==> src/rtl/tcw_pkg.sv <==
package tcw_pkg;

    localparam int IDX_W    = 11;
    localparam int CURSOR_W = 11;
    localparam int CELL_W   = 16;
    localparam int ATTR_W   = 8;
    localparam int CHAR_W   = 8;

    localparam logic [1:0] FUNC_PUT   = 2'd0;
    localparam logic [1:0] FUNC_READ  = 2'd1;
    localparam logic [1:0] FUNC_CLEAR = 2'd2;

    localparam logic [CHAR_W-1:0] CH_NEWLINE   = 8'h0A;
    localparam logic [CHAR_W-1:0] CH_RETURN    = 8'h0D;
    localparam logic [CHAR_W-1:0] CH_BACKSPACE = 8'h08;
    localparam logic [CHAR_W-1:0] CH_SPACE     = 8'h20;

    localparam logic [CELL_W-1:0] BLANK_CELL = 16'h0020;
    localparam logic [ATTR_W-1:0] ATTR_RESET = 8'h07;

    localparam logic REG_ATTR = 1'b0;

    typedef enum logic [2:0] {
        OP_PUT,
        OP_NEWLINE,
        OP_RETURN,
        OP_BACKSPACE,
        OP_READ,
        OP_CLEAR,
        OP_NOP
    } t_op;

    typedef struct packed {
        t_op               op;
        logic [CHAR_W-1:0] char_code;
        logic [IDX_W-1:0]  cell_index;
        logic              in_range;
    } t_cmd;

    typedef struct packed {
        logic full;
        logic valid;
    } t_q_status;

    typedef enum logic [2:0] {
        ST_INIT,
        ST_IDLE,
        ST_READ,
        ST_SCROLL,
        ST_SCROLL_END,
        ST_FILL
    } t_state;

endpackage

==> src/rtl/tcw_queue.sv <==
module tcw_queue import tcw_pkg::*; (
    input  logic      i_clk,
    input  logic      i_rst_n,
    input  logic      i_push,
    input  t_cmd      i_cmd,
    input  logic      i_pop,
    output t_cmd      o_cmd,
    output t_q_status o_status
);

    t_cmd       r_entries [2];
    logic       r_wp;
    logic       r_rp;
    logic [1:0] r_count;
    logic       n_wp;
    logic       n_rp;
    logic [1:0] n_count;

    always_comb begin
        n_wp    = i_push ? ~r_wp : r_wp;
        n_rp    = i_pop ? ~r_rp : r_rp;
        n_count = r_count + 2'(i_push) - 2'(i_pop);
    end

    always_ff @(posedge i_clk) begin
        if (!i_rst_n) begin
            r_wp    <= 1'b0;
            r_rp    <= 1'b0;
            r_count <= 2'd0;
        end else begin
            r_wp    <= n_wp;
            r_rp    <= n_rp;
            r_count <= n_count;
        end
    end

    always_ff @(posedge i_clk) begin
        if (i_push) begin
            r_entries[r_wp] <= i_cmd;
        end
    end

    assign o_cmd          = r_entries[r_rp];
    assign o_status.full  = r_count == 2'd2;
    assign o_status.valid = r_count != 2'd0;

endmodule

==> config.mk <==
export PLATFORM = sky130hd
export DESIGN_NAME = tcw_queue
export DESIGN_NICKNAME = d
export VERILOG_FILES = /design/src/rtl/tcw_pkg.sv /design/src/rtl/tcw_queue.sv
export SDC_FILE = /design/constraint.sdc
export NUM_CORES = 1
export LEC_CHECK = 0
export ABC_CLOCK_PERIOD_IN_PS = 2300
export BUFFER_PORTS_ARGS = -buffer_cell sky130_fd_sc_hd__buf_2
export CELL_PAD_IN_SITES_DETAIL_PLACEMENT = 0
export CELL_PAD_IN_SITES_GLOBAL_PLACEMENT = 1
export CORE_ASPECT_RATIO = 0.5
export CORE_UTILIZATION = 45
export CTS_BUF_LIST = sky130_fd_sc_hd__clkbuf_4 sky130_fd_sc_hd__clkbuf_8
export DETAILED_ROUTE_END_ITERATION = 16
export GPL_TIMING_DRIVEN = 0
export PLACE_DENSITY_LB_ADDON = 0.1
export SKIP_LAST_GASP = 1
export SYNTH_ARGS = -nofsm -noshare
export SYNTH_HDL_FRONTEND = slang
export SYNTH_SLANG_ARGS = --single-unit
export TNS_END_PERCENT = 10
==> constraint.sdc <==
create_clock -name i_clk -period 2.3 [get_ports i_clk]
set_input_delay 0.23 -clock i_clk [delete_from_list [all_inputs] [get_ports i_clk]]
set_output_delay 0.23 -clock i_clk [all_outputs]
set_load 0.03 [all_outputs]
==> impl_summary.txt <==
----------------------------------------------------
[Placed design]
  Total of buffers placed on input and output ports ... 51
  Cell Count Post-Placement ... just under 200
  Placed standard-cell area ... around 2200 sq um
  Pre-CTS setup slack ... around 0.65 ns
  RD Place Congestion ... between 0.6 and 0.7
  Detail Placement HPWL ... 1773 microns

[Global routing]
  Pin count of the biggest net entering global routing ... 24
  Via count of the first global-routing pass ... around 840
  Global-route wire length before repair ... 3698 microns
  Aggregate global routing overflow ... 0
  Number of antenna violations at the first check in global routing ... 0
  Combined global-route utilization of all metal layers ... 11.81%

[Setup path]
  CP Max Fanout ... 10
  Highest-delay cell along the critical path ... dfxtp_1
  Type of the worst setup path ... reg2out
  Critical-path cell list ... buf_6, mux2_2, buf_2
  Nature of the critical path endpoint ... output pin
  Maximum cell stage delay along the critical path ... 0.47 ns
  Launching element type of the critical path ... flop
  Top cell family by delay on the critical path ... flip-flops
  Worst Path Arrival ... around 1.5 ns
  Endpoint required time on the critical path ... 2.07 ns
  Number of buffers and inverters on the critical path ... 2

[Cells and area]
  Final #Nets ... 180
  Count of non-filler cells in the finished layout ... 206
  Area growth syn-to-layout ... 23.69%
  Filler cell count in the final layout ... 347
  Total non-filler cell area in the finished layout ... 2338 sq um
  Post-layout utilization of the core ... 59.00%
  Share of layout cells above drive strength 1 ... 56.58%
  Antenna diodes ... 0

[Synthesis]
  Gate count of the mapped netlist ... between 90 and 100
  YS warnings ... 0
  Distinct cell type count after synthesis ... 12
  Syn Std Cell Area ... 1891 sq um
  Net count after synthesis ... 121
  Sequential cell area fraction in the yosys report ... 78.36%
  Post-synthesis register bit count ... 51
  Post-Synthesis Mean Instance Area ... 20.55 sq um

[Timing]
  Worst Skew ... 0.002759 ns
  Finish-stage setup viols ... 0
  Final hold violation count ... 0
  Sum of negative setup slack ... 0 ns
  Worst rel slew slack ... 26.76%
  Worst hold margin ... 0.1181 ns
  Post-layout min period ... roughly 1.7 ns
  Unrepaired setup endpoints after global routing ... no
  Min setup slack post-route ... 0.5980 ns
  Fmax achieved ... 0.5875 GHz
  Worst slew pin tran ... approximately 1.1 ns
  Final period util ... 74.00%
  Max-slew violation count ... 0

[Clock tree]
  Clock input transition at the sequential cells of the worst setup and hold paths ... approximately 0.08 ns
  Quantity of gates resized following cts ... 0
  Post CTS Setup Buffer Count ... 0
  Maximum level of the CTS H-tree ... 2
  CTS tree ... yes
  Cts-stage hold buffer count ... 0
  Total CTS buffers ... 5
  Clock latency reported for the late side of the worst-skew pair ... 0.29 ns
  Number of sinks driven by the clock tree ... 51
  Worst-case clock buffer depth ... 2
  Root buf cell ... clkbuf_8

[Floorplan]
  Die outline area ... ~4500 sq um
  I/O pin count ... between 50 and 60
  Chip width ... between 90 and 100 microns
  Core footprint ... around 4000 sq um
  Y dimension of the die ... 47.84 microns
  Cell row count ... 16
  Initial standard-cell utilization of the core ... a little under half

[Route]
  Via density per instance ... 4.714
  Routed length per placed instance ... 12.62 microns
  Drt total wl ... ~2600 microns
  Number of nets still failing antenna checks after routing ... 0
  Drt first pass iters ... 4
  Starting DRT DRC Count ... 6
  DRC violations left ... 0
  Total vias in the final route ... slightly below 1000

[Pwr]
  Power density of the placed cells ... 851.0 nW/um^2
  Leakage ... 0.9054 nW
  VDD IR max ... 459.1 uV
  Power Total ... 1.990 mW

[Run status]
  Run status ... complete, no violations

[Min path]
  Path class of the lowest-slack min-delay path ... in2reg

[Flow run]
  Number of max-capacitance violations reported ... 0

----------------------------------------------------
Yosys cell counts:
cell / instances / share of area [%]
or2_2: 1 / 0.33
xor2_1: 1 / 0.46
nor2b_1: 4 / 1.3
buf_6: 2 / 1.2
edfxtp_1: 46 / 73
inv_1: 2 / 0.40
and2_1: 4 / 1.3
xnor3_1: 1 / 1.2
ha_1: 2 / 1.3
o21a_1: 1 / 0.40
mux2_2: 23 / 14
dfxtp_1: 5 / 5.3
power breakdown:
| group | switching (mW) | internal, mW |
|---|---|---|
| Clock | 0.263 | 0.318 |
| Combinational | 0.188 | 0.133 |
| Sequential | 0.0193 | 1.07 |
flip-flops by register name (all words and copies together), names as in the netlist, named ones only:
name	count
r_entries	46
r_rp	1
r_count	2
r_wp	1
routing by layer:
metal / track usage, % / wire length [microns] / up-vias
met5: 0 / 0 / -
met4: 4.615 / 14 / 0
met3: 5.079 / 180 / 3
met2: 19.71 / 1232 / 31
met1: 14.23 / 1171 / 468
li1: - / - / 469
cells in the final DEF, fill, tap and decap left out:
cell type / Yosys / routed
xor2_1: 1 / 1
mux2_2: 23 / 23
ha_1: 2 / 2
bufinv_16: 0 / 1
and2_1: 4 / 4
edfxtp_1: 46 / 46
nor2b_2: 0 / 1
inv_1: 2 / 2
buf_6: 2 / 2
buf_8: 0 / 1
or2_2: 1 / 1
o21a_1: 1 / 1
nor2b_1: 4 / 3
clkinv_2: 0 / 1
clkinv_1: 0 / 1
buf_2: 0 / 51
dfxtp_1: 5 / 5
clkbuf_8: 0 / 5
xnor3_1: 1 / 1
cells by family (layout without fill, tap and decap cells):
group	Yosys count	in the layout	synth area share [%]
AO/OA/AOI/OAI	1	1	0.3972
buffers and inverters	4	64	1.588
XOR/XNOR	2	2	1.655
multiplexers	23	23	13.70
AND/OR/NAND/NOR	9	9	2.978
flip-flops	51	51	78.36
adder cells (fa/ha/maj)	2	2	1.323
area by class of cell:
type,instances,area [sq um],area share (%)
clock inverters,3,38.79,1.659
multi-input cells,37,381.6,16.32
well taps,54,67.56,2.889
plain buffers,2,22.52,0.9631
repair buffers,52,270.3,11.56
flip-flops and latches,51,1481,63.35
clock buffers,5,68.82,2.943
inverters,2,7.507,0.3210
worst paths after layout:
| check | start | endpoint | slack [ns] | cells after the start |
|---|---|---|---|---|
| max reg2reg | r_wp$_SDFFE_PN0P_ | r_entries[1][19]$_DFFE_PP_ | 0.69 | 1 |
| min reg2reg | r_rp$_SDFFE_PN0P_ | r_rp$_SDFFE_PN0P_ | 0.58 | 2 |
| max | flop | o_cmd[7] | 0.60 | 3 |
| min | i_cmd[3] | r_entries[0][3]$_DFFE_PP_ | 0.12 | 1 |
No activity file was read; power rests on OpenSTA's default activity.
