## src/rtl/tcw_pkg.sv

```systemverilog
package tcw_pkg;

    localparam int IDX_W    = 11;
    localparam int CURSOR_W = 11;
    localparam int CELL_W   = 16;
    localparam int ATTR_W   = 8;
    localparam int CHAR_W   = 8;

    localparam logic [1:0] FUNC_PUT   = 2'd0;
    localparam logic [1:0] FUNC_READ  = 2'd1;
    localparam logic [1:0] FUNC_CLEAR = 2'd2;

    localparam logic [CHAR_W-1:0] CH_NEWLINE   = 8'h0A;
    localparam logic [CHAR_W-1:0] CH_RETURN    = 8'h0D;
    localparam logic [CHAR_W-1:0] CH_BACKSPACE = 8'h08;
    localparam logic [CHAR_W-1:0] CH_SPACE     = 8'h20;

    localparam logic [CELL_W-1:0] BLANK_CELL = 16'h0020;
    localparam logic [ATTR_W-1:0] ATTR_RESET = 8'h07;

    localparam logic REG_ATTR = 1'b0;

    typedef enum logic [2:0] {
        OP_PUT,
        OP_NEWLINE,
        OP_RETURN,
        OP_BACKSPACE,
        OP_READ,
        OP_CLEAR,
        OP_NOP
    } t_op;

    typedef struct packed {
        t_op               op;
        logic [CHAR_W-1:0] char_code;
        logic [IDX_W-1:0]  cell_index;
        logic              in_range;
    } t_cmd;

    typedef struct packed {
        logic full;
        logic valid;
    } t_q_status;

    typedef enum logic [2:0] {
        ST_INIT,
        ST_IDLE,
        ST_READ,
        ST_SCROLL,
        ST_SCROLL_END,
        ST_FILL
    } t_state;

endpackage

```

## src/rtl/tcw_front.sv

```systemverilog
module tcw_front import tcw_pkg::*; #(
    parameter int COLUMNS = 80,
    parameter int ROWS    = 25
) (
    input  logic              i_valid,
    input  logic [1:0]        i_func,
    input  logic [CHAR_W-1:0] i_char_code,
    input  logic [IDX_W-1:0]  i_cell_index,
    input  t_q_status         i_q_status,
    input  logic              i_init_done,
    output logic              o_ready,
    output logic              o_push,
    output t_cmd              o_cmd
);

    localparam int CC = COLUMNS * ROWS;
    localparam int AW = $clog2(CC);
    localparam int WW = ((AW > IDX_W) ? AW : IDX_W) + 1;

    t_op op;

    always_comb begin
        unique case (i_func)
            FUNC_PUT: begin
                priority if (i_char_code == CH_NEWLINE) begin
                    op = OP_NEWLINE;
                end else if (i_char_code == CH_RETURN) begin
                    op = OP_RETURN;
                end else if (i_char_code == CH_BACKSPACE) begin
                    op = OP_BACKSPACE;
                end else begin
                    op = OP_PUT;
                end
            end
            FUNC_READ:  op = OP_READ;
            FUNC_CLEAR: op = OP_CLEAR;
            default:    op = OP_NOP;
        endcase
    end

    assign o_cmd.op         = op;
    assign o_cmd.char_code  = i_char_code;
    assign o_cmd.cell_index = i_cell_index;
    assign o_cmd.in_range   = WW'(i_cell_index) < WW'(CC);

    // No item is taken while the cell store is still being cleared after reset.
    assign o_ready = !i_q_status.full && i_init_done;
    assign o_push  = i_valid && o_ready;

endmodule

```

## config.mk

```make
export PLATFORM = sky130hd
export DESIGN_NAME = tcw_front
export DESIGN_NICKNAME = d
export VERILOG_FILES = /design/src/rtl/tcw_pkg.sv /design/src/rtl/tcw_front.sv
export SDC_FILE = /design/constraint.sdc
export NUM_CORES = 1
export LEC_CHECK = 0
export BUFFER_PORTS_ARGS = -buffer_cell sky130_fd_sc_hd__buf_2
export CORE_AREA = 3 3 40 42
export DETAILED_ROUTE_END_ITERATION = 6
export DIE_AREA = 0 0 43 45
export PLACE_DENSITY = 0.66
export SYNTH_ARGS = -nofsm -noshare
export SYNTH_HDL_FRONTEND = slang
export SYNTH_SLANG_ARGS = --single-unit
```

## constraint.sdc

```tcl
create_clock -name vclk -period 1.7
set_input_delay 0.34 -clock vclk [all_inputs]
set_output_delay 0.34 -clock vclk [all_outputs]
set_load 0.01 [all_outputs]
```

==> results.cfg, run 1 <==
[grt]
grt-ovfl-total = 0
first_global_vias = 240
grt_pass1_wl_um = 1000
antenna_found_initial = 0
track_usage_pct = 6.302
grt_max_degree = 4

[power_and_ir_drop]
combPwrFrac_pct = 100.0
vdd_drop_max_mv = 0.07907
p_clk_share_pct = 0
internal_power_w = 0.00004521
power_frac_seq_pct = 0
p_sw_w = 0.00004237
p_sw_share_pct = 48.38
leakage_nw = 0.2257
powerDensity_nw_per_um2 = 243.0

[synthesis]
ys_warn_count = 0
synthesis.nets = 63
ys_seq_area_share_pct = 0
synth.distinct_cells = 15
syn_avg_cell_area_um2 = 7.577
syn_area_um2 = 272.8
syn-instance-count = 36

[sta]
timing.fmax_mhz = 572.6
fin_crit_ns = 1.747
setup_violations = 1
fin_crit_sh_pct = 102.7
hold_slack_ns = 0.6800
setup_ws_ns = -0.04657
rsz0062_at_grt = yes
worst_slew_pin_slew_ns = 0.2061
slew_headroom_pct = 86.11
hold_viol_final = 0
slew_violations = 0

[clock_network]
hold_buffers = 0
cts_setup_buffers = 0

[final_layout]
nClkBuffers = 0
fin_nets = 87
fillers = 155
syn_to_final_growth_pct = 32.11
multi_input_area_um2 = 118.9
insertedDiodeCount = 0
design_area_um2 = 360.3
nFlopsAndLatches = 0
regArea_um2 = 0
drive_gt1_share_pct = 75.86

[status]
violations = negative setup slack
status = finished, violations left

[route]
drc = 0
ant_nets = 0
wl_per_cell_um = 10.00
vias_per_cell = 4.041
drt_wl_total_um = 730
vias = 295
drt_first_iter_violations = 0
drt_pass1_iterations = 1

[placement]
portBuffers = 41
dp_slack_ns = -0.06740
place_hpwl_um = 689.3
dpl_cell_area_um2 = 354.1
gp_congestion = 0.7342

[worst_setup_path]
cpPeakStageDelay_ns = 0.53
worstPathCellList = buf_6 -> or4_4 -> o41ai_2 -> buf_2
worst_setup_path_start_kind = input port
crit_required_ns = 1.36
critPathCaptureType = output port
critPathKind = input port to output port
critPathArrivalTime_ns = 1.41
crit_slowest_cell = or4_4
path_max_fanout = 2

[die]
dieArea_um2 = 1935
coreArea_um2 = 1285
die_h_um = 45
initial_utilization_pct = 21.23
io_pins = 50
num_rows = 13
dieWidth_um = 43

[worst_hold_path]
hold_class = input port to output port

[flow_run]
drv_cap = 0
power groups by stage:
stage / sequential, W / combinational, W / clock (W)
floorplan: 0 / 0.0000678 / 0
global placement: 0 / 0.0000853 / 0
detailed placement: 0 / 0.0000872 / 0
CTS: 0 / 0.0000891 / 0
global route: 0 / 0.0000959 / 0
finish: 0 / 0.0000876 / 0
synth_stat cells:
library cell   n  share of area [%]
buf_4         19                 52
nor2b_1        1                2.3
or2_2          1                2.3
and2_1         1                2.3
o2111ai_1      1                3.2
xor2_1         1                3.2
and3_1         1                2.3
inv_1          3                4.1
nand2b_1       1                2.3
or3_1          1                2.3
nand2_1        1                1.4
o31ai_1        1                2.8
ha_1           2                9.2
o41ai_2        1                6.0
or4_4          1                4.1
critical path, delay by kind of cell:
| family | cells | cell delay (ns) |
|---|---|---|
| buf+inv | 2 | 0.27 |
| simple gates | 1 | 0.53 |
| compound gates | 1 | 0.26 |
metal layers:
layer	GRT usage [%]	routed length [µm]
met1	6.667	226
met3	1.195	127
met4	0	0
met5	0	0
met2	13.47	377
layout make-up:
class	count	area share, %
repair buffers	41	58.68
inverters	3	3.125
multi-input cells	14	32.99
well taps	15	5.208
worst paths after layout:
kind | startpoint | endpoint | slack, ns | cells after the start
max | i_char_code[5] | o_cmd[21] | -0.05 | 4
min | i_cell_index[0] | o_cmd[1] | 0.68 | 0
timing repair:
action | CTS | global route
gates resized for setup | 1 | 0
cloned | 0 | 0
endpoints found under the setup margin | 2 | 2
layout by cell type (no fill, tap or decap), drive strengths merged:
master,netlist,routed
buf,19,41
or2,1,1
o2111ai,1,1
o41ai,1,1
and2,1,1
nand2,1,1
xor2,1,1
inv,3,3
nand2b,1,1
o31ai,1,1
or4,1,1
or3,1,1
and3,1,1
ha,2,2
nor2b,1,1
stage by stage:
stage | total power [W] | utilization, % | cells | setup TNS, ns
4_1_cts | 0.00008912 | 28.04 | 73 | -0.05337
2_1_floorplan | 0.00006777 | - | 36 | 0
5_1_grt | 0.00009592 | 28.04 | 73 | -0.1366
3_3_place_gp | 0.00008532 | 27.56 | 73 | -0.08721
3_5_place_dp | 0.00008719 | 27.56 | 73 | -0.08177
6_report | 0.00008758 | 28.04 | 73 | -0.04657
cells by family (layout without fill, tap and decap cells):
kind of cell    Yosys count  in the layout  share of synthesized area, %
fa+ha+maj                 2              2                         9.173
simple gates              8              8                         19.27
xor+xnor                  1              1                         3.212
buf+inv                  22             44                         56.42
compound gates            3              3                         11.93
No activity file was read; power rests on OpenSTA's default activity.
==> run 2, diff against run 1 <==
==> constraint.sdc (replaced) <==
create_clock -name vclk -period 1.7
set_input_delay 0.34 -clock vclk [all_inputs]
set_output_delay 0.34 -clock vclk [all_outputs]
set_load 0.005 [all_outputs]
==> run 2 against run 1 <==
Against the previous run:
- the run still ends with negative setup slack left
- power shrank 12%
- clock-buffer cell count did not move
- sequential share of layout area is the same
- setup slack improved by 0.0013 ns
- wire length up 1.2%
- fmax is essentially flat
==> results.cfg, run 2 (synthesis gave the netlist of run 1 again) <==
[power_and_ir_drop]
power_frac_seq_pct = 0
p_sw_share_pct = 42.01
p_clk_share_pct = 0
leakage_nw = 0.2257
combPwrFrac_pct = 100.0
powerDensity_nw_per_um2 = 213.9
p_sw_w = 0.00003237
vdd_drop_max_mv = 0.06948
internal_power_w = 0.00004469

[route]
vias = 300
wl_per_cell_um = 10.12
vias_per_cell = 4.110
ant_nets = 0
drt_pass1_iterations = 1
drc = 0
drt_wl_total_um = 739
drt_first_iter_violations = 0

[sta]
setup_ws_ns = -0.04531
hold_viol_final = 0
slew_violations = 0
worst_slew_pin_slew_ns = 0.2250
slew_headroom_pct = 84.83
fin_crit_ns = 1.745
setup_violations = 1
fin_tns_setup_ns = -0.04531
timing.fmax_mhz = 573.0
rsz0062_at_grt = yes
fin_crit_sh_pct = 102.7

[final_layout]
final_cell_mix = buf_2 (40), inv_1 (3), ha_1 (2)
multi_input_area_um2 = 118.9
nFlopsAndLatches = 0
final_cells = 73
regArea_um2 = 0
final_common_cell = buf_2
drive_gt1_share_pct = 75.86
fillers = 152
fin_nets = 87
final_util_pct = 28.04
syn_to_final_growth_pct = 32.11
nClkBuffers = 0
insertedDiodeCount = 0

[die]
io_pins = 50
dieArea_um2 = 1935
num_rows = 13
dieWidth_um = 43
die_h_um = 45
initial_utilization_pct = 21.23
coreArea_um2 = 1285

[status]
status = finished, violations left
violations = negative setup slack

[worst_setup_path]
worst_setup_path_start_kind = input port
critPathArrivalTime_ns = 1.41
cp-endpoint = o_cmd[21]
cp-startpoint = i_char_code[5]
critPathCaptureType = output port
path_max_fanout = 2
critPathKind = input port to output port
crit_required_ns = 1.36

[flow_run]
drv_cap = 0

[grt]
grt_max_degree = 4
track_usage_pct = 6.136
antenna_found_initial = 0
grt-ovfl-total = 0
grt_pass1_wl_um = 979
first_global_vias = 240

[placement]
gp_congestion = 0.7345
dp_cells = 73
place_hpwl_um = 704.7
portBuffers = 41

[clock_network]
hold_buffers = 0
cts_setup_buffers = 0

[worst_hold_path]
hold_class = input port to output port
run 2: cell counts in the layout (fill, tap and decap cells not counted):
Identical to the previous run, type by type.
run 2: metrics by stage:
step	area, µm²	power (W)	setup slack (ns)	hold WS, ns
after floorplan	272.8	0.00005502	0.1927	0.7150
after global placement	354.1	0.00007474	-0.04919	0.6800
after detailed placement	354.1	0.00007702	-0.06132	0.6800
after CTS	360.3	0.00007885	-0.05319	0.6800
after global routing	360.3	0.00008520	-0.1022	0.6800
final	360.3	0.00007706	-0.04531	0.6800
run 2: what timing repair did:
item | CTS | global route
setup endpoints to repair | 1 | 1
resized for setup | 1 | 0
gates cloned | 0 | 0
run 2: how the worst min path moves through the flow:
stage               endpoint            start  slack, ns  cells after the start
global placement    o_cmd[4]  i_cell_index[3]       0.68                      0
CTS                 o_cmd[4]  i_cell_index[3]       0.68                      0
detailed placement  o_cmd[4]  i_cell_index[3]       0.68                      0
finish              o_cmd[1]  i_cell_index[0]       0.68                      0
floorplan            o_ready    i_q_status[1]       0.72                      1
global route        o_cmd[1]  i_cell_index[0]       0.68                      0
run 2: power groups by stage:
stage	Combinational, W	Sequential [W]	Clock (W)
6_report	0.0000771	0	0
3_5_place_dp	0.0000770	0	0
3_3_place_gp	0.0000747	0	0
5_1_grt	0.0000852	0	0
2_1_floorplan	0.0000550	0	0
4_1_cts	0.0000789	0	0
run 2: area by class of cell:
| cell class | instances | area share [%] |
|---|---|---|
| Multi-Input combinational cell | 14 | 32.99 |
| Tap cell | 15 | 5.208 |
| Timing Repair Buffer | 41 | 58.68 |
| Inverter | 3 | 3.125 |
run 2: metal layers:
metal  up-vias  GRT usage, %  part of all wire (%)
met5         -             0                     0
met4         0             0                     0
met3         0        0.3984                    17
met2        23         14.07                    54
met1       132         6.190                    29
li1        145             -                     -
run 2: worst max-delay path: stages:
cell     delay, ns
buf_6         0.09
or4_4         0.53
o41ai_2       0.28
buf_2         0.16
